==> config.mk <==
export PLATFORM = sky130hd
export DESIGN_NAME = two_way_traffic_light_controller_flat
export DESIGN_NICKNAME = d
export VERILOG_FILES = /design/src/rtl/tltc_pkg.sv /design/src/rtl/tltc_req_if.sv /design/src/rtl/tltc_rsp_if.sv /design/src/rtl/two_way_traffic_light_controller.sv /design/src/flat_wrapper.sv
export SDC_FILE = /design/constraint.sdc
export NUM_CORES = 1
export LEC_CHECK = 0
export BUFFER_PORTS_ARGS = -buffer_cell sky130_fd_sc_hd__buf_4
export CORE_ASPECT_RATIO = 0.9
export CORE_MARGIN = 5
export CORE_UTILIZATION = 60
export DETAILED_ROUTE_END_ITERATION = 8
export PLACE_DENSITY = 0.87
export SLEW_MARGIN = 30
export SYNTH_ARGS = -nofsm -noshare
export SYNTH_HDL_FRONTEND = slang
export SYNTH_SLANG_ARGS = --single-unit
==> constraint.sdc <==
create_clock -name clk -period 20.1 [get_ports clk]
set_clock_uncertainty 0.05 [all_clocks]
set_input_delay 4.02 -clock clk [delete_from_list [all_inputs] [get_ports clk]]
set_output_delay 4.02 -clock clk [all_outputs]
set_load 0.02 [all_outputs]
==> src/rtl/tltc_pkg.sv <==
package tltc_pkg;

	localparam int CNT_W    = 7;
	localparam int REQ_W    = 2;
	localparam int CODE_W   = 2;
	localparam int LIGHT_W  = 2;
	localparam int DIGIT_W  = 4;
	localparam int CFG_IDX_W = 1;

	localparam logic [CNT_W-1:0] PHASE_RESET  = CNT_W'(20);
	localparam logic [CNT_W-1:0] YELLOW_RESET = CNT_W'(5);

	localparam logic [CFG_IDX_W-1:0] CFG_PHASE_LENGTH = 1'b0;
	localparam logic [CFG_IDX_W-1:0] CFG_YELLOW_POINT = 1'b1;

	typedef enum logic [LIGHT_W-1:0] {
		LIGHT_GREEN  = 2'd0,
		LIGHT_YELLOW = 2'd1,
		LIGHT_RED    = 2'd2
	} light_t;

	typedef enum logic [REQ_W-1:0] {
		REQ_TICK  = 2'd0,
		REQ_START = 2'd1,
		REQ_FORCE = 2'd2
	} req_t;

	typedef enum logic [CODE_W-1:0] {
		FORCE_A_GREEN  = 2'd0,
		FORCE_B_GREEN  = 2'd1,
		FORCE_A_YELLOW = 2'd2,
		FORCE_B_YELLOW = 2'd3
	} force_t;

	// Green -> yellow -> red -> green; the unused code wraps to green.
	function automatic light_t next_light(light_t l);
		light_t n;
		unique case (l)
			LIGHT_GREEN:  n = LIGHT_YELLOW;
			LIGHT_YELLOW: n = LIGHT_RED;
			default:      n = LIGHT_GREEN;
		endcase
		return n;
	endfunction

	// Two decimal digits {tens, ones} of a 7-bit value; hundreds are dropped.
	// The quotient by ten is a multiply by 205/2048, exact below 1029.
	function automatic logic [2*DIGIT_W-1:0] to_digits(logic [CNT_W-1:0] v);
		logic [CNT_W+7:0]   prod;
		logic [DIGIT_W-1:0] q;
		logic [CNT_W-1:0]   q_x10;
		logic [CNT_W-1:0]   rem;
		logic [DIGIT_W-1:0] tens;
		prod  = (CNT_W+8)'(v) * (CNT_W+8)'(205);
		q     = prod[CNT_W+7:11];
		q_x10 = CNT_W'({q, 3'b000}) + CNT_W'({q, 1'b0});
		rem   = v - q_x10;
		tens  = (q >= DIGIT_W'(10)) ? (q - DIGIT_W'(10)) : q;
		return {tens, rem[DIGIT_W-1:0]};
	endfunction

endpackage

==> src/rtl/tltc_req_if.sv <==
interface tltc_req_if;
	logic                          valid;
	logic                          ready;
	logic [tltc_pkg::REQ_W-1:0]    req_type;
	logic [tltc_pkg::CODE_W-1:0]   force_code;

	modport source (output valid, req_type, force_code, input ready);
	modport sink   (input valid, req_type, force_code, output ready);
endinterface

==> src/rtl/tltc_rsp_if.sv <==
interface tltc_rsp_if;
	logic                          valid;
	logic                          ready;
	logic [tltc_pkg::LIGHT_W-1:0]  light_a;
	logic [tltc_pkg::LIGHT_W-1:0]  light_b;
	logic [tltc_pkg::DIGIT_W-1:0]  a_tens;
	logic [tltc_pkg::DIGIT_W-1:0]  a_ones;
	logic [tltc_pkg::DIGIT_W-1:0]  b_tens;
	logic [tltc_pkg::DIGIT_W-1:0]  b_ones;
	logic                          changed;

	modport source (output valid, light_a, light_b, a_tens, a_ones, b_tens, b_ones, changed,
		input ready);
	modport sink   (input valid, light_a, light_b, a_tens, a_ones, b_tens, b_ones, changed,
		output ready);
endinterface

==> src/rtl/two_way_traffic_light_controller.sv <==
// Two-way traffic light controller. Each request item (tick, start or forced
// setting) yields exactly one result item with both lights, the two-digit
// countdown of each light and a changed flag. An item is registered on entry,
// then the countdown, light update and digit conversion are done combinationally
// into the result register, and a new item is taken every cycle as long as the
// result side keeps taking results. The user must write the phase length and
// yellow point registers through the cfg port only while no item is in flight;
// the block itself does not enforce this. Writes leave the running count alone.
module two_way_traffic_light_controller (
	input  logic                                clk,
	input  logic                                arst_n,
	input  logic                                cfg_we,
	input  logic [tltc_pkg::CFG_IDX_W-1:0]      cfg_index,
	input  logic [tltc_pkg::CNT_W-1:0]          cfg_data,
	tltc_req_if.sink                            req,
	tltc_rsp_if.source                          rsp
);

	// Entry stage.
	logic                             valid_s1;
	logic [tltc_pkg::REQ_W-1:0]       req_type_s1;
	logic [tltc_pkg::CODE_W-1:0]      force_code_s1;

	// Configuration and controller state.
	logic [tltc_pkg::CNT_W-1:0]       phase_q;
	logic [tltc_pkg::CNT_W-1:0]       yellow_q;
	logic [tltc_pkg::CNT_W-1:0]       count_q;
	tltc_pkg::light_t                 state_a_q;
	tltc_pkg::light_t                 state_b_q;
	logic                             enabled_q;

	// Result register.
	logic                             rsp_valid_q;
	logic [tltc_pkg::LIGHT_W-1:0]     light_a_q;
	logic [tltc_pkg::LIGHT_W-1:0]     light_b_q;
	logic [2*tltc_pkg::DIGIT_W-1:0]   a_digits_q;
	logic [2*tltc_pkg::DIGIT_W-1:0]   b_digits_q;
	logic                             changed_q;

	logic                             adv_s2;
	logic                             in_fire;

	logic [tltc_pkg::CNT_W-1:0]       count_d;
	logic [tltc_pkg::CNT_W-1:0]       count_dec;
	tltc_pkg::light_t                 state_a_d;
	tltc_pkg::light_t                 state_b_d;
	logic                             enabled_d;
	logic                             changed_d;
	logic [tltc_pkg::CNT_W-1:0]       green_left;
	logic [tltc_pkg::CNT_W-1:0]       va;
	logic [tltc_pkg::CNT_W-1:0]       vb;

	assign adv_s2    = valid_s1 && (!rsp_valid_q || rsp.ready);
	assign req.ready = !valid_s1 || adv_s2;
	assign in_fire   = req.valid && req.ready;

	always_ff @(posedge clk or negedge arst_n) begin
		if (!arst_n) begin
			valid_s1 <= 1'b0;
		end else if (req.ready) begin
			valid_s1 <= req.valid;
		end
	end

	always_ff @(posedge clk) begin
		if (in_fire) begin
			req_type_s1   <= req.req_type;
			force_code_s1 <= req.force_code;
		end
	end

	always_comb begin
		count_dec = count_q - tltc_pkg::CNT_W'(1);
		count_d   = count_q;
		state_a_d = state_a_q;
		state_b_d = state_b_q;
		enabled_d = enabled_q;
		changed_d = 1'b0;
		unique case (req_type_s1)
			tltc_pkg::REQ_TICK: begin
				if (enabled_q) begin
					count_d = (count_dec == '0) ? phase_q : count_dec;
					if (count_d == yellow_q) begin
						// Only one green light turns yellow; A has priority.
						if (state_a_q == tltc_pkg::LIGHT_GREEN) begin
							state_a_d = tltc_pkg::LIGHT_YELLOW;
						end else if (state_b_q == tltc_pkg::LIGHT_GREEN) begin
							state_b_d = tltc_pkg::LIGHT_YELLOW;
						end
						changed_d = 1'b1;
					end else if (count_d == phase_q) begin
						state_a_d = tltc_pkg::next_light(state_a_q);
						state_b_d = tltc_pkg::next_light(state_b_q);
						changed_d = 1'b1;
					end
				end
			end
			tltc_pkg::REQ_START: begin
				enabled_d = 1'b1;
				changed_d = !enabled_q;
			end
			tltc_pkg::REQ_FORCE: begin
				changed_d = 1'b1;
				unique case (force_code_s1)
					tltc_pkg::FORCE_A_GREEN: begin
						state_a_d = tltc_pkg::LIGHT_GREEN;
						state_b_d = tltc_pkg::LIGHT_RED;
						count_d   = phase_q;
					end
					tltc_pkg::FORCE_B_GREEN: begin
						state_a_d = tltc_pkg::LIGHT_RED;
						state_b_d = tltc_pkg::LIGHT_GREEN;
						count_d   = phase_q;
					end
					tltc_pkg::FORCE_A_YELLOW: begin
						state_a_d = tltc_pkg::LIGHT_YELLOW;
						state_b_d = tltc_pkg::LIGHT_RED;
						count_d   = yellow_q;
					end
					default: begin
						state_a_d = tltc_pkg::LIGHT_RED;
						state_b_d = tltc_pkg::LIGHT_YELLOW;
						count_d   = yellow_q;
					end
				endcase
			end
			default: begin
			end
		endcase

		// A green light counts down to its yellow point, not to the phase end.
		green_left = (count_d > yellow_q) ? (count_d - yellow_q) : '0;
		va = count_d;
		vb = count_d;
		if (state_a_d == tltc_pkg::LIGHT_GREEN) begin
			va = green_left;
		end else if (state_b_d == tltc_pkg::LIGHT_GREEN) begin
			vb = green_left;
		end
	end

	always_ff @(posedge clk or negedge arst_n) begin
		if (!arst_n) begin
			phase_q   <= tltc_pkg::PHASE_RESET;
			yellow_q  <= tltc_pkg::YELLOW_RESET;
			count_q   <= tltc_pkg::PHASE_RESET;
			state_a_q <= tltc_pkg::LIGHT_GREEN;
			state_b_q <= tltc_pkg::LIGHT_RED;
			enabled_q <= 1'b0;
		end else begin
			if (cfg_we) begin
				if (cfg_index == tltc_pkg::CFG_PHASE_LENGTH) begin
					phase_q <= cfg_data;
				end else begin
					yellow_q <= cfg_data;
				end
			end
			if (adv_s2) begin
				count_q   <= count_d;
				state_a_q <= state_a_d;
				state_b_q <= state_b_d;
				enabled_q <= enabled_d;
			end
		end
	end

	always_ff @(posedge clk or negedge arst_n) begin
		if (!arst_n) begin
			rsp_valid_q <= 1'b0;
		end else if (adv_s2) begin
			rsp_valid_q <= 1'b1;
		end else if (rsp.ready) begin
			rsp_valid_q <= 1'b0;
		end
	end

	always_ff @(posedge clk) begin
		if (adv_s2) begin
			light_a_q  <= state_a_d;
			light_b_q  <= state_b_d;
			a_digits_q <= tltc_pkg::to_digits(va);
			b_digits_q <= tltc_pkg::to_digits(vb);
			changed_q  <= changed_d;
		end
	end

	assign rsp.valid   = rsp_valid_q;
	assign rsp.light_a = light_a_q;
	assign rsp.light_b = light_b_q;
	assign rsp.a_tens  = a_digits_q[2*tltc_pkg::DIGIT_W-1:tltc_pkg::DIGIT_W];
	assign rsp.a_ones  = a_digits_q[tltc_pkg::DIGIT_W-1:0];
	assign rsp.b_tens  = b_digits_q[2*tltc_pkg::DIGIT_W-1:tltc_pkg::DIGIT_W];
	assign rsp.b_ones  = b_digits_q[tltc_pkg::DIGIT_W-1:0];
	assign rsp.changed = changed_q;

endmodule
==> src/flat_wrapper.sv <==
// flat-port wrapper written by rule: the top's interface ports become plain ports
module two_way_traffic_light_controller_flat 
  (clk, arst_n, cfg_we, cfg_index, cfg_data, req_valid, req_req_type, req_force_code, req_ready, rsp_valid, rsp_light_a, rsp_light_b, rsp_a_tens, rsp_a_ones, rsp_b_tens, rsp_b_ones, rsp_changed, rsp_ready);
  tltc_req_if req_i ();
  tltc_rsp_if rsp_i ();
  input  logic clk;
  input  logic arst_n;
  input  logic cfg_we;
  input  logic [tltc_pkg::CFG_IDX_W-1:0] cfg_index;
  input  logic [tltc_pkg::CNT_W-1:0] cfg_data;
  input wire logic [$bits(req_i.valid)-1:0] req_valid;
  input wire logic [$bits(req_i.req_type)-1:0] req_req_type;
  input wire logic [$bits(req_i.force_code)-1:0] req_force_code;
  output wire logic [$bits(req_i.ready)-1:0] req_ready;
  output wire logic [$bits(rsp_i.valid)-1:0] rsp_valid;
  output wire logic [$bits(rsp_i.light_a)-1:0] rsp_light_a;
  output wire logic [$bits(rsp_i.light_b)-1:0] rsp_light_b;
  output wire logic [$bits(rsp_i.a_tens)-1:0] rsp_a_tens;
  output wire logic [$bits(rsp_i.a_ones)-1:0] rsp_a_ones;
  output wire logic [$bits(rsp_i.b_tens)-1:0] rsp_b_tens;
  output wire logic [$bits(rsp_i.b_ones)-1:0] rsp_b_ones;
  output wire logic [$bits(rsp_i.changed)-1:0] rsp_changed;
  input wire logic [$bits(rsp_i.ready)-1:0] rsp_ready;
  assign req_i.valid = req_valid;
  assign req_i.req_type = req_req_type;
  assign req_i.force_code = req_force_code;
  assign req_ready = req_i.ready;
  assign rsp_valid = rsp_i.valid;
  assign rsp_light_a = rsp_i.light_a;
  assign rsp_light_b = rsp_i.light_b;
  assign rsp_a_tens = rsp_i.a_tens;
  assign rsp_a_ones = rsp_i.a_ones;
  assign rsp_b_tens = rsp_i.b_tens;
  assign rsp_b_ones = rsp_i.b_ones;
  assign rsp_changed = rsp_i.changed;
  assign rsp_i.ready = rsp_ready;
  two_way_traffic_light_controller u_core (.clk(clk), .arst_n(arst_n), .cfg_we(cfg_we), .cfg_index(cfg_index), .cfg_data(cfg_data), .req(req_i), .rsp(rsp_i));
endmodule
# [Yosys cells after proc, flatten, opt, wreduce, memory -nomap -nowiden]
# Index checks and enable logic that the tools add are counted.
[word_totals] ff_bits=53 out_inout_bits=23 elab_cells=88
[op_classes] n_addsub=8 multipliers=2 order_cmp=3 n_eq_ne=8 mux=31 bitwise_logic=1 n_reduce_logical=20
[op_table] cell="7-bit 2-to-1 mux" count=7
[op_table] cell="7-bit by 8-bit multiplier with 15-bit output, second input constant" count=2
[op_table] cell="2-bit one-hot mux with 2 select lines" count=6
[op_table] cell="2-bit 2-to-1 mux" count=9
[op_table] cell="7-bit equality test" count=2
[op_table] cell="7-bit one-hot mux with 2 select lines" count=1
[op_table] cell="2-bit logical NOT" count=6
[op_table] cell="4-bit adder" count=2
[op_table] cell="2-bit by 1-bit equality test with 1-bit output, second input constant" count=4
[op_table] cell="4-bit >= comparator, second input constant" count=2
[op_table] cell="4-bit 2-to-1 mux" count=2
[op_table] cell="4-bit subtractor" count=2
[op_table] cell="4-bit subtractor, second input constant" count=2
[op_table] cell="7-bit greater-than comparator" count=1
[op_table] cell="7-bit logical NOT" count=1
[op_table] cell="7-bit by 1-bit subtractor with 7-bit output, second input constant" count=1
[op_table] cell="7-bit subtractor" count=1
[op_table] cell="2-bit AND reduction" count=3
[op_table] cell="1-bit 2-to-1 mux" count=5
[op_table] cell="2-bit equality test, second input constant" count=2
[op_table] cell="2-bit OR reduction" count=2
[op_table] cell="1-bit logical NOT" count=3
[op_table] cell="1-bit one-hot mux with 3 select lines" count=1
[op_table] cell="1-bit logical AND" count=2
[op_table] cell="other kinds (3)" count=4

# [Logic depth before layout (Yosys ltp)]
# Gate-level depths: netlist of the first run.
[logic_depth] ltp_word=14 mapped_depth=45 ltp_nobuf=44

# [Worst setup path after synthesis of the first run]
# Ideal clock, no wire load.
[synth_timing] path_kind="register -> register" start="register u_core.count_q[0] (netlist name)" end="register u_core.b_digits_q[3] (netlist name) (data pin)" setup_ps=268 arrival_time_ps=8290 required_time_ps=19782 path_slack_ps=11493 stages_incl_launch_ff=45 n_path_buf=1 synth_period_minus_slack_ps=8607 path_cell_list="dfrtp_1 -> buf_6 -> inv_1 -> ha_1 -> o21bai_1 -> a211oi_2 -> o31ai_2 -> nor2_1 -> a21oi_1 -> o21ai_0 -> a21oi_1 -> ha_1 -> nor2b_1 -> o21ai_0 -> a21boi_0 -> o21ai_0 -> a21oi_1 -> o21ai_0 -> (+9 left out) -> inv_1 -> ha_1 -> a21oi_1 -> nor2b_1 -> o21ai_0 -> nand2b_1 -> a21oi_1 -> nand2b_1 -> nor2b_1 -> o21a_4 -> nand2_1 -> nand2b_1 -> inv_1 -> ha_1 -> inv_1 -> o2111ai_2 -> xnor3_1 -> xnor3_1"
[synth_lines] element="from (decl)" line="two_way_traffic_light_controller.sv:27" text="logic [tltc_pkg::CNT_W-1:0] count_q;"
[synth_lines] element="from (signal assigned)" line="two_way_traffic_light_controller.sv:146" text="count_q <= tltc_pkg::PHASE_RESET;"
[synth_lines] element="from (signal assigned)" line="two_way_traffic_light_controller.sv:159" text="count_q <= count_d;"
[synth_lines] element="7-bit by 1-bit subtractor with 7-bit output (*)" line="two_way_traffic_light_controller.sv:73" text="count_dec = count_q - tltc_pkg::CNT_W'(1);"
[synth_lines] element="7-bit logical NOT" line="two_way_traffic_light_controller.sv:82" text="count_d = (count_dec == '0) ? phase_q : count_dec;"
[synth_lines] element="7-bit 2-to-1 mux (*)" line="two_way_traffic_light_controller.sv:82"
[synth_lines] element="7-bit 2-to-1 mux (*)" line="two_way_traffic_light_controller.sv:81" text="if (enabled_q) begin"
[synth_lines] element="7-bit one-hot mux with 2 select lines (*)" line="two_way_traffic_light_controller.sv:79" text="unique case (req_type_s1)"
[synth_lines] element="named net u_core.count_d, one bit" line="two_way_traffic_light_controller.sv:43" text="logic [tltc_pkg::CNT_W-1:0] count_d;"
[synth_lines] element="7-bit subtractor / 7-bit greater-than comparator (equally long branches)" line="two_way_traffic_light_controller.sv:132" text="green_left = (count_d > yellow_q) ? (count_d - yellow_q) : '0;"
[synth_lines] element="7-bit 2-to-1 mux" line="two_way_traffic_light_controller.sv:132"
[synth_lines] element="7-bit 2-to-1 mux" line="two_way_traffic_light_controller.sv:137" text="end else if (state_b_d == tltc_pkg::LIGHT_GREEN) begin"
[synth_lines] element="7-bit 2-to-1 mux (*)" line="two_way_traffic_light_controller.sv:135" text="if (state_a_d == tltc_pkg::LIGHT_GREEN) begin"
[synth_lines] element="7-bit by 8-bit multiplier with 15-bit output" line="tltc_pkg.sv:54" text="prod = (CNT_W+8)'(v) * (CNT_W+8)'(205);"
[synth_lines] element="4-bit adder" line="tltc_pkg.sv:56" text="q_x10 = CNT_W'({q, 3'b000}) + CNT_W'({q, 1'b0});"
[synth_lines] element="4-bit subtractor (*)" line="tltc_pkg.sv:57" text="rem = v - q_x10;"
[synth_lines] element="to (signal assigned)" line="two_way_traffic_light_controller.sv:182" text="b_digits_q <= tltc_pkg::to_digits(vb);"
[synth_lines] element="to (decl)" line="two_way_traffic_light_controller.sv:37" text="logic [2*tltc_pkg::DIGIT_W-1:0] b_digits_q;"
# The timed path passes the listed nets; every way through them passes the cells marked *.
# A chain may end at the register's enable or synchronous reset.

# [Worst setup path after layout of the first run]
# Ends and elaborated chain as after synthesis.

==> impl_summary.txt, run 1 <==
----------------------------------------------------
[CTS]
  Clock network latency to the later pin of the worst-skew pair ... 0.32 ns
  CTS clock-pin slew for the worst setup and hold paths ... 0.11 ns
  Inserted Clock Buffers ... 5
  CTS sink cnt ... 53
  Buffer depth of the longest clock path ... 2
  Post-CTS sizing ... 0
  Post-CTS setup buffer count ... 0
  Clock tree from TritonCTS ... done
  H-Tree Level Count ... 2
  CTS root buf ... sky130_fd_sc_hd__clkbuf_8
  Cts-stage hold buffer count ... 0

[Setup path]
  Critical Path Start Type ... flip-flop
  Critical path required time ... 20.13 ns
  Most Frequent Cell on Critical Path ... sky130_fd_sc_hd__ha_1
  Beginning of the worst register-to-register path ... u_core.count_q[0]$_DFFE_PN0P_
  Endpoint of the worst-slack reg-to-reg timing path ... u_core.b_digits_q[3]$_DFFE_PP_
  Signal arrival time at the worst endpoint ... 10.04 ns
  Depth of the worst register-to-register path ... 42
  Largest fanout on the critical path ... 12
  Cell at the slowest stage of the critical path ... sky130_fd_sc_hd__dfrtp_1
  Setup slack of the worst register-to-register path ... 10.09 ns
  CP peak stage delay ... 0.63 ns
  Setup crit end kind ... flip-flop
  WS Path Type ... reg2reg

[Finish]
  Reg area ... 0.00146 mm²
  Combined area of the multi-input logic cells ... 0.00395 mm²
  Signed area change from the synthesized netlist to the final layout ... 7.80%
  Post-Route Utilization ... 65.5%
  Nets@finish ... 745
  Share of cells above drive strength 1 ... 18.4%
  Final instance count without filler cells ... 757
  Filler cells ... 764
  Antenna diode count ... 0
  Post-route cell area ... 0.00624 mm²

[Floorplan]
  Vertical die dimension ... 103 µm
  Overall die width ... 114 µm
  Initial Util ... 60.8%
  Standard-cell row count ... 34
  Number of placed I/O pins ... 40
  Placeable core region ... 0.00953 mm²
  Area of the die ... 0.0117 mm²

[Place]
  Total cell area at the placement stage ... 0.00614 mm²
  Routability congestion estimate ... 0.966
  Hpwl dp ... 10500 µm
  Buffers on Ports ... 39
  Placed instance count ... 749

[Global route]
  Grt total ovfl ... 0
  Global-route wire length before repair ... 21400 µm
  Number of antenna violations at the first check in global routing ... 0
  Vias in the first global route ... 4489
  GRT Util Overall ... 22.7%
  Maximum number of pins on one net before global-route repair ... 30

[Route]
  Number of design rule violations left after detail routing ... 0
  Average detailed-routed wire length per instance ... 17.2 µm
  ANT nets after route ... 0
  Average vias per placed instance ... 6.16
  Aggregate routed wire length ... 13000 µm
  Initial DRT Pass Iterations ... 6
  Initial DRC count ... 342
  Routed vias ... 4666

[Timing]
  Worst slew slack as a fraction of its limit ... 57.2%
  Post-route setup TNS ... 0 ns
  Final cycle utilization of the critical path ... 49.8%
  Setup repair after global routing missed its margin ... false
  Count of endpoints failing hold in the final timing report ... 0
  Timing-limited maximum frequency ... 99.9 MHz
  Final setup viols ... 0
  Slew at the pin with the worst max-slew slack ... 0.641 ns
  Minimum clock period ... 10.01 ns
  Final Max Tran Viols ... 0

[Synth]
  Post-synthesis xor/xnor area fraction ... 5.06%
  Yosys Warn Count ... 0
  Synth unique cells ... 94
  Simple-gate area share of the yosys netlist ... 15.1%
  Share of synthesized cell area in full adder, half adder and majority cells ... 23.4%
  Multiplexer area fraction after synthesis ... 7.56%
  Fraction of the mapped netlist area in compound gates ... 17.2%
  Sequential fraction of the synthesis area ... 25.2%
  Synth Net Count ... 716
  Top_reg_cell synth ... sky130_fd_sc_hd__edfxtp_1
  Post-synthesis average cell area ... 9.63 µm²
  Async set or reset register ratio after synthesis ... 52.8%
  Cell count after synthesis ... 601
  Post-synthesis cell area ... 0.00579 mm²
  Flip-flop and latch count after synthesis ... 53
  EDFF count, synth ... 25
  Largest family of logic cells by synthesized area ... adder cells

[Worst hold path]
  Origin of the worst min-delay path ... u_core.valid_s1$_DFFE_PN0N_
  End of the worst hold path ... u_core.rsp.valid$_DFFE_PN0P_
  Worst hold path cell count ... 1
  Worst hold-check path type ... reg2reg

[Flow run]
  Count of maximum capacitance violations ... 0

[Status]
  Status ... completed

----------------------------------------------------
cells in the final DEF, fill, tap and decap left out, types with 8 or more instances in the layout:
cell	Yosys	layout
sky130_fd_sc_hd__a21o_1	9	9
sky130_fd_sc_hd__a21oi_1	31	31
sky130_fd_sc_hd__buf_4	1	39
sky130_fd_sc_hd__dfrtp_1	21	21
sky130_fd_sc_hd__edfxtp_1	25	25
sky130_fd_sc_hd__fa_1	17	17
sky130_fd_sc_hd__ha_1	81	81
sky130_fd_sc_hd__inv_1	74	74
sky130_fd_sc_hd__mux2_2	24	24
sky130_fd_sc_hd__mux2i_1	13	13
sky130_fd_sc_hd__nand2_1	38	38
sky130_fd_sc_hd__nand2b_1	13	13
sky130_fd_sc_hd__nor2_1	41	41
sky130_fd_sc_hd__nor2b_1	12	12
sky130_fd_sc_hd__nor3_1	8	8
sky130_fd_sc_hd__o21ai_0	25	25
sky130_fd_sc_hd__xnor2_1	14	14
final cells by class:
type / count / share of cell area, %
clock buffers: 5 / 1.10
multi-input cells: 456 / 63.3
inverters: 75 / 4.51
flip-flops and latches: 53 / 23.4
repair buffers: 39 / 4.69
well taps: 126 / 2.53
clock inverters: 3 / 0.461
metal layers:
metal / routed length, µm / track usage [%] / vias up
met5: 0 / 0 / -
li1: - / - / 2212
met2: 6060 / 38.1 / 200
met1: 5780 / 31.0 / 2233
met3: 944 / 3.03 / 21
met4: 193 / 6.75 / 0
flip-flops by register name, indices dropped and copies added (netlist names), 2 cells and up:
| name | cells |
|---|---|
| u_core.req_type_s1 | 2 |
| u_core.rsp.light_a | 2 |
| u_core.force_code_s1 | 2 |
| u_core.phase_q | 7 |
| u_core.count_q | 7 |
| u_core.a_digits_q | 8 |
| u_core.b_digits_q | 8 |
| u_core.yellow_q | 7 |
| u_core.rsp.light_b | 2 |
| u_core.state_a_q | 2 |
| u_core.state_b_q | 2 |
stage by stage:
| step | worst slack (ns) | hold slack [ns] |
|---|---|---|
| 3_3_place_gp | 10.74 | 0.424 |
| 2_1_floorplan | 11.49 | 0.407 |
| 5_1_grt | 9.35 | 0.481 |
| 3_5_place_dp | 10.33 | 0.441 |
| 4_1_cts | 10.26 | 0.466 |
| 6_report | 10.09 | 0.460 |
how the worst max path moves through the flow:
stage / from / slack (ns) / end
floorplan: u_core.count_q[0]$_DFFE_PN0P_ / 11.49 / u_core.b_digits_q[3]$_DFFE_PP_
global placement: u_core.count_q[0]$_DFFE_PN0P_ / 10.74 / u_core.b_digits_q[3]$_DFFE_PP_
detailed placement: u_core.count_q[0]$_DFFE_PN0P_ / 10.33 / u_core.b_digits_q[3]$_DFFE_PP_
CTS: u_core.count_q[0]$_DFFE_PN0P_ / 10.26 / u_core.b_digits_q[3]$_DFFE_PP_
global route: u_core.count_q[0]$_DFFE_PN0P_ / 9.35 / u_core.b_digits_q[3]$_DFFE_PP_
finish: u_core.count_q[0]$_DFFE_PN0P_ / 10.09 / u_core.b_digits_q[3]$_DFFE_PP_
worst max-delay path, delay by kind of cell, from the launching register on:
kind	cells	cell delay, ns
adders and majority gates	8	2.90
muxes	1	0.35
AOI/OAI and AO/OA	17	3.89
DFF	1	0.63
buffers and inverters	5	0.36
and+or+nand+nor	9	1.11
xor gates and xnor gates	2	0.42
cells by family after synthesis:
| kind of cell | Yosys count |
|---|---|
| multiplexers | 40 |
| flip-flops | 53 |
| buffers and inverters | 92 |
| adder cells (fa/ha/maj) | 98 |
| AO/OA/AOI/OAI | 131 |
| XOR/XNOR | 26 |
| AND/OR/NAND/NOR | 161 |
cells in the mapped netlist (3+ instances only):
library cell / instances / share of area (%)
sky130_fd_sc_hd__o21ai_0: 25 / 2.2
sky130_fd_sc_hd__nor2b_1: 12 / 1.3
sky130_fd_sc_hd__o311a_1: 3 / 0.52
sky130_fd_sc_hd__nor2_1: 41 / 2.7
sky130_fd_sc_hd__fa_1: 17 / 5.9
sky130_fd_sc_hd__buf_2: 5 / 0.43
sky130_fd_sc_hd__buf_6: 3 / 0.58
sky130_fd_sc_hd__ha_1: 81 / 18
sky130_fd_sc_hd__o311ai_1: 3 / 0.45
sky130_fd_sc_hd__a221oi_1: 3 / 0.45
sky130_fd_sc_hd__dfstp_2: 7 / 3.2
sky130_fd_sc_hd__o31ai_1: 4 / 0.52
sky130_fd_sc_hd__a21o_1: 9 / 1.2
sky130_fd_sc_hd__nand2b_1: 13 / 1.4
sky130_fd_sc_hd__or3_1: 4 / 0.43
sky130_fd_sc_hd__clkbuf_1: 5 / 0.32
sky130_fd_sc_hd__buf_1: 3 / 0.19
sky130_fd_sc_hd__a211oi_2: 3 / 0.65
sky130_fd_sc_hd__nand4_1: 6 / 0.65
sky130_fd_sc_hd__nor3_1: 8 / 0.69
sky130_fd_sc_hd__edfxtp_1: 25 / 13
sky130_fd_sc_hd__mux2_2: 24 / 4.7
sky130_fd_sc_hd__and3_1: 4 / 0.43
sky130_fd_sc_hd__or2_2: 4 / 0.43
sky130_fd_sc_hd__nand3_1: 5 / 0.43
sky130_fd_sc_hd__mux2i_1: 13 / 2.2
sky130_fd_sc_hd__nand3b_1: 4 / 0.52
sky130_fd_sc_hd__and2_1: 3 / 0.32
sky130_fd_sc_hd__xnor2_1: 14 / 2.1
sky130_fd_sc_hd__o22ai_1: 5 / 0.54
sky130_fd_sc_hd__a21oi_1: 31 / 2.7
sky130_fd_sc_hd__nand2_1: 38 / 2.5
sky130_fd_sc_hd__o211ai_1: 3 / 0.39
sky130_fd_sc_hd__inv_1: 74 / 4.8
sky130_fd_sc_hd__dfrtp_1: 21 / 9.1
sky130_fd_sc_hd__xor2_1: 6 / 0.91
Power of run 1 is left out: the tool's default activity adds up to more than one toggle a clock period on the data nets, which glitch-free logic cannot reach.
==> run 2: changes to the inputs <==
CORE_UTILIZATION = 56   (was 60)
PLACE_DENSITY = 0.86   (was 0.87)
clock period = 8.1 ns   (was 20.1 ns; I/O delays follow)
==> run 2 against run 1 <==
The flow now finishes with violations (negative setup slack). Final area up 23%. Cell count up 15%. Global-route usage up 2.5 points. Hold slack worse by 0.0092 ns. Critical path depth up 2. Core utilization up 10 points. Register-to-register slack worse by 10 ns. Fmax up 20%. Via count up 16%. Non-clock buffer count up 111. Clock-buffer cell count unchanged.
==> impl_summary.txt, run 2 (synthesis results as in run 1) <==
----------------------------------------------------
[Status]
  Status ... finished, violations left
  Failing checks ... negative setup slack

[Setup path]
  Most Frequent Cell on Critical Path ... sky130_fd_sc_hd__a21oi_2
  Critical Path Start Type ... flip-flop
  WS Path Type ... reg2reg
  Setup slack of the worst register-to-register path ... -0.22 ns (-10.31 ns)
  Dominant delay contributor by cell family on the critical path ... compound AO/OA/AOI/OAI gates
  Largest fanout on the critical path ... 5 (-7)
  Endpoint of the worst-slack reg-to-reg timing path ... u_core.b_digits_q[3]$_DFFE_PP_
  Cell at the slowest stage of the critical path ... sky130_fd_sc_hd__or4_4
  Beginning of the worst register-to-register path ... u_core.count_q[0]$_DFFE_PN0P_
  Depth of the worst register-to-register path ... 44 (+4.8%)
  Start point of the critical path ... u_core.count_q[0]$_DFFE_PN0P_
  Critical path required time ... 8.09 ns (-12.04 ns)
  Setup crit end ... u_core.b_digits_q[3]$_DFFE_PP_
  Critical path depth ... 44 (+4.8%)
  Signal arrival time at the worst endpoint ... 8.31 ns (-1.73 ns)
  Setup crit end kind ... flip-flop
  Worst Path Buf+Inv ... 7 (+2)
  CP peak stage delay ... 0.53 ns (-0.10 ns)

[Global route]
  Vias in the first global route ... 5159 (+15%)
  Number of antenna violations at the first check in global routing ... 0 (unchanged)
  GRT Util Overall ... 25.2% (+2.5 points)
  Grt total ovfl ... 0 (unchanged)
  Global-route wire length before repair ... 25300 µm (+18%)
  Maximum number of pins on one net before global-route repair ... 30 (unchanged)

[Route]
  Average detailed-routed wire length per instance ... 20.3 µm (+19%)
  Aggregate routed wire length ... 17700 µm (+36%)
  ANT nets after route ... 0 (unchanged)
  Routed vias ... 5417 (+16%)
  Initial DRT Pass Iterations ... 8 (+2)
  Initial DRC count ... 511 (+49%)
  Average vias per placed instance ... 6.22 (+0.90%)
  Number of design rule violations left after detail routing ... 0 (unchanged)

[CTS]
  Inserted Clock Buffers ... 5 (unchanged)
  CTS clock-pin slew for the worst setup and hold paths ... 0.08 ns (-0.03 ns)
  Buffer depth of the longest clock path ... 2 (unchanged)
  CTS sink cnt ... 53 (unchanged)
  H-Tree Level Count ... 2 (unchanged)
  CTS root buf ... sky130_fd_sc_hd__clkbuf_16
  Clock tree from TritonCTS ... done
  Clock network latency to the later pin of the worst-skew pair ... 0.30 ns (-0.02 ns)

[Floorplan]
  Initial Util ... 57.0% (-3.8 points)
  Area of the die ... 0.0125 mm² (+6.5%)
  Number of placed I/O pins ... 40 (unchanged)
  Placeable core region ... 0.0102 mm² (+6.6%)
  Standard-cell row count ... 35 (+2.9%)
  Overall die width ... 117 µm (+3.2%)
  Vertical die dimension ... 106 µm (+3.2%)

[Timing]
  Final setup viols ... 6 (+6)
  Post-route setup TNS ... -0.474 ns (-0.474 ns)
  Worst slew slack as a fraction of its limit ... 54.4% (-2.8 points)
  Minimum clock period ... 8.32 ns (-1.69 ns)
  Final cycle utilization of the critical path ... 103% (+53 points)
  Setup repair after global routing missed its margin ... true
  Final Max Tran Viols ... 0 (unchanged)
  Timing-limited maximum frequency ... 120 MHz (+20%)
  Count of endpoints failing hold in the final timing report ... 0 (unchanged)
  Crit path setup slack, layout ... -0.219 ns (-10.31 ns)
  Slew at the pin with the worst max-slew slack ... 0.683 ns (+0.0418 ns)

[Finish]
  Antenna diode count ... 0 (unchanged)
  Share of cells above drive strength 1 ... 41.6% (+23 points)
  Most frequent cells in the layout ... sky130_fd_sc_hd__buf_4, sky130_fd_sc_hd__inv_1, sky130_fd_sc_hd__ha_1, sky130_fd_sc_hd__nor2_1, sky130_fd_sc_hd__nand2_1
  Post-Route Utilization ... 75.7% (+10 points)
  Commonest non-fill, non-tap cell in the layout ... sky130_fd_sc_hd__buf_4
  Nets@finish ... 856 (+15%)
  Registers with the most flip-flops ... u_core.a_digits_q: 8 flops, u_core.b_digits_q: 8 flops
  Signed area change from the synthesized netlist to the final layout ... 32.9%

[Worst hold path]
  Worst hold-check path type ... reg2reg

[Flow run]
  Count of maximum capacitance violations ... 0 (unchanged)

[Place]
  Routability congestion estimate ... 0.910 (-5.9%)
  Buffers on Ports ... 39 (unchanged)
  Hpwl dp ... 11600 µm (+10%)

----------------------------------------------------
==> run 2: worst reg2reg max path, delay by kind of cell (launching register included) <==
| family | cells | cell delay (ns) |
|---|---|---|
| compound gates | 15 | 2.29 |
| xor+xnor | 2 | 0.44 |
| fa+ha+maj | 7 | 2.14 |
| buf+inv | 7 | 0.70 |
| flops | 1 | 0.44 |
| mux | 1 | 0.30 |
| simple gates | 12 | 1.73 |
==> run 2: worst min-delay path by stage <==
| stage | endpoint | slack [ns] | depth (start not counted) | start |
|---|---|---|---|---|
| final | u_core.rsp.valid$_DFFE_PN0P_ | 0.45 | 1 | u_core.valid_s1$_DFFE_PN0N_ |
| after global routing | u_core.rsp.valid$_DFFE_PN0P_ | 0.49 | 1 | u_core.valid_s1$_DFFE_PN0N_ |
| after CTS | u_core.rsp.valid$_DFFE_PN0P_ | 0.45 | 1 | u_core.valid_s1$_DFFE_PN0N_ |
| after floorplan | u_core.rsp.valid$_DFFE_PN0P_ | 0.41 | 1 | u_core.valid_s1$_DFFE_PN0N_ |
| after detailed placement | u_core.rsp.valid$_DFFE_PN0P_ | 0.44 | 1 | u_core.valid_s1$_DFFE_PN0N_ |
| after global placement | u_core.rsp.valid$_DFFE_PN0P_ | 0.42 | 1 | u_core.valid_s1$_DFFE_PN0N_ |
==> run 2: what timing repair did <==
| action | in CTS | in global routing |
|---|---|---|
| gates resized for setup | 33 | 69 |
| pin swaps | 24 | 56 |
| buffers inserted | 22 | 16 |
| hold buffers | 0 | 0 |
| setup endpoints to repair | 7 | 13 |
==> run 2: through the flow <==
stage | hold slack [ns] | setup WS [ns] | instances | instance area, µm²
final | 0.451 | -0.219 | 871 | 7690
after global routing | 0.487 | -0.488 | 871 | 7690
after CTS | 0.451 | 0.00283 | 857 | 7220
after detailed placement | 0.442 | -0.318 | 827 | 6740
after global placement | 0.424 | -0.0551 | 827 | 6740
after floorplan | 0.407 | 0.0364 | 601 | 5820
==> run 2: area by class of cell <==
cell class	instances	area, µm²
clock buffer	5	125
clock inverter	3	23.8
fill	626	2460
inverter	75	282
multi-input combinational	456	4490
sequential	53	1460
tap	129	161
timing repair buffer	150	1150
==> run 2: layer usage <==
layer	up-vias	track usage [%]	share of wire, %
li1	2436	-	-
met1	2598	34.2	39
met2	292	42.3	49
met3	91	3.41	6.9
met4	0	6.06	4.5
met5	-	0	0
Power of run 2 is left out for the same reason.
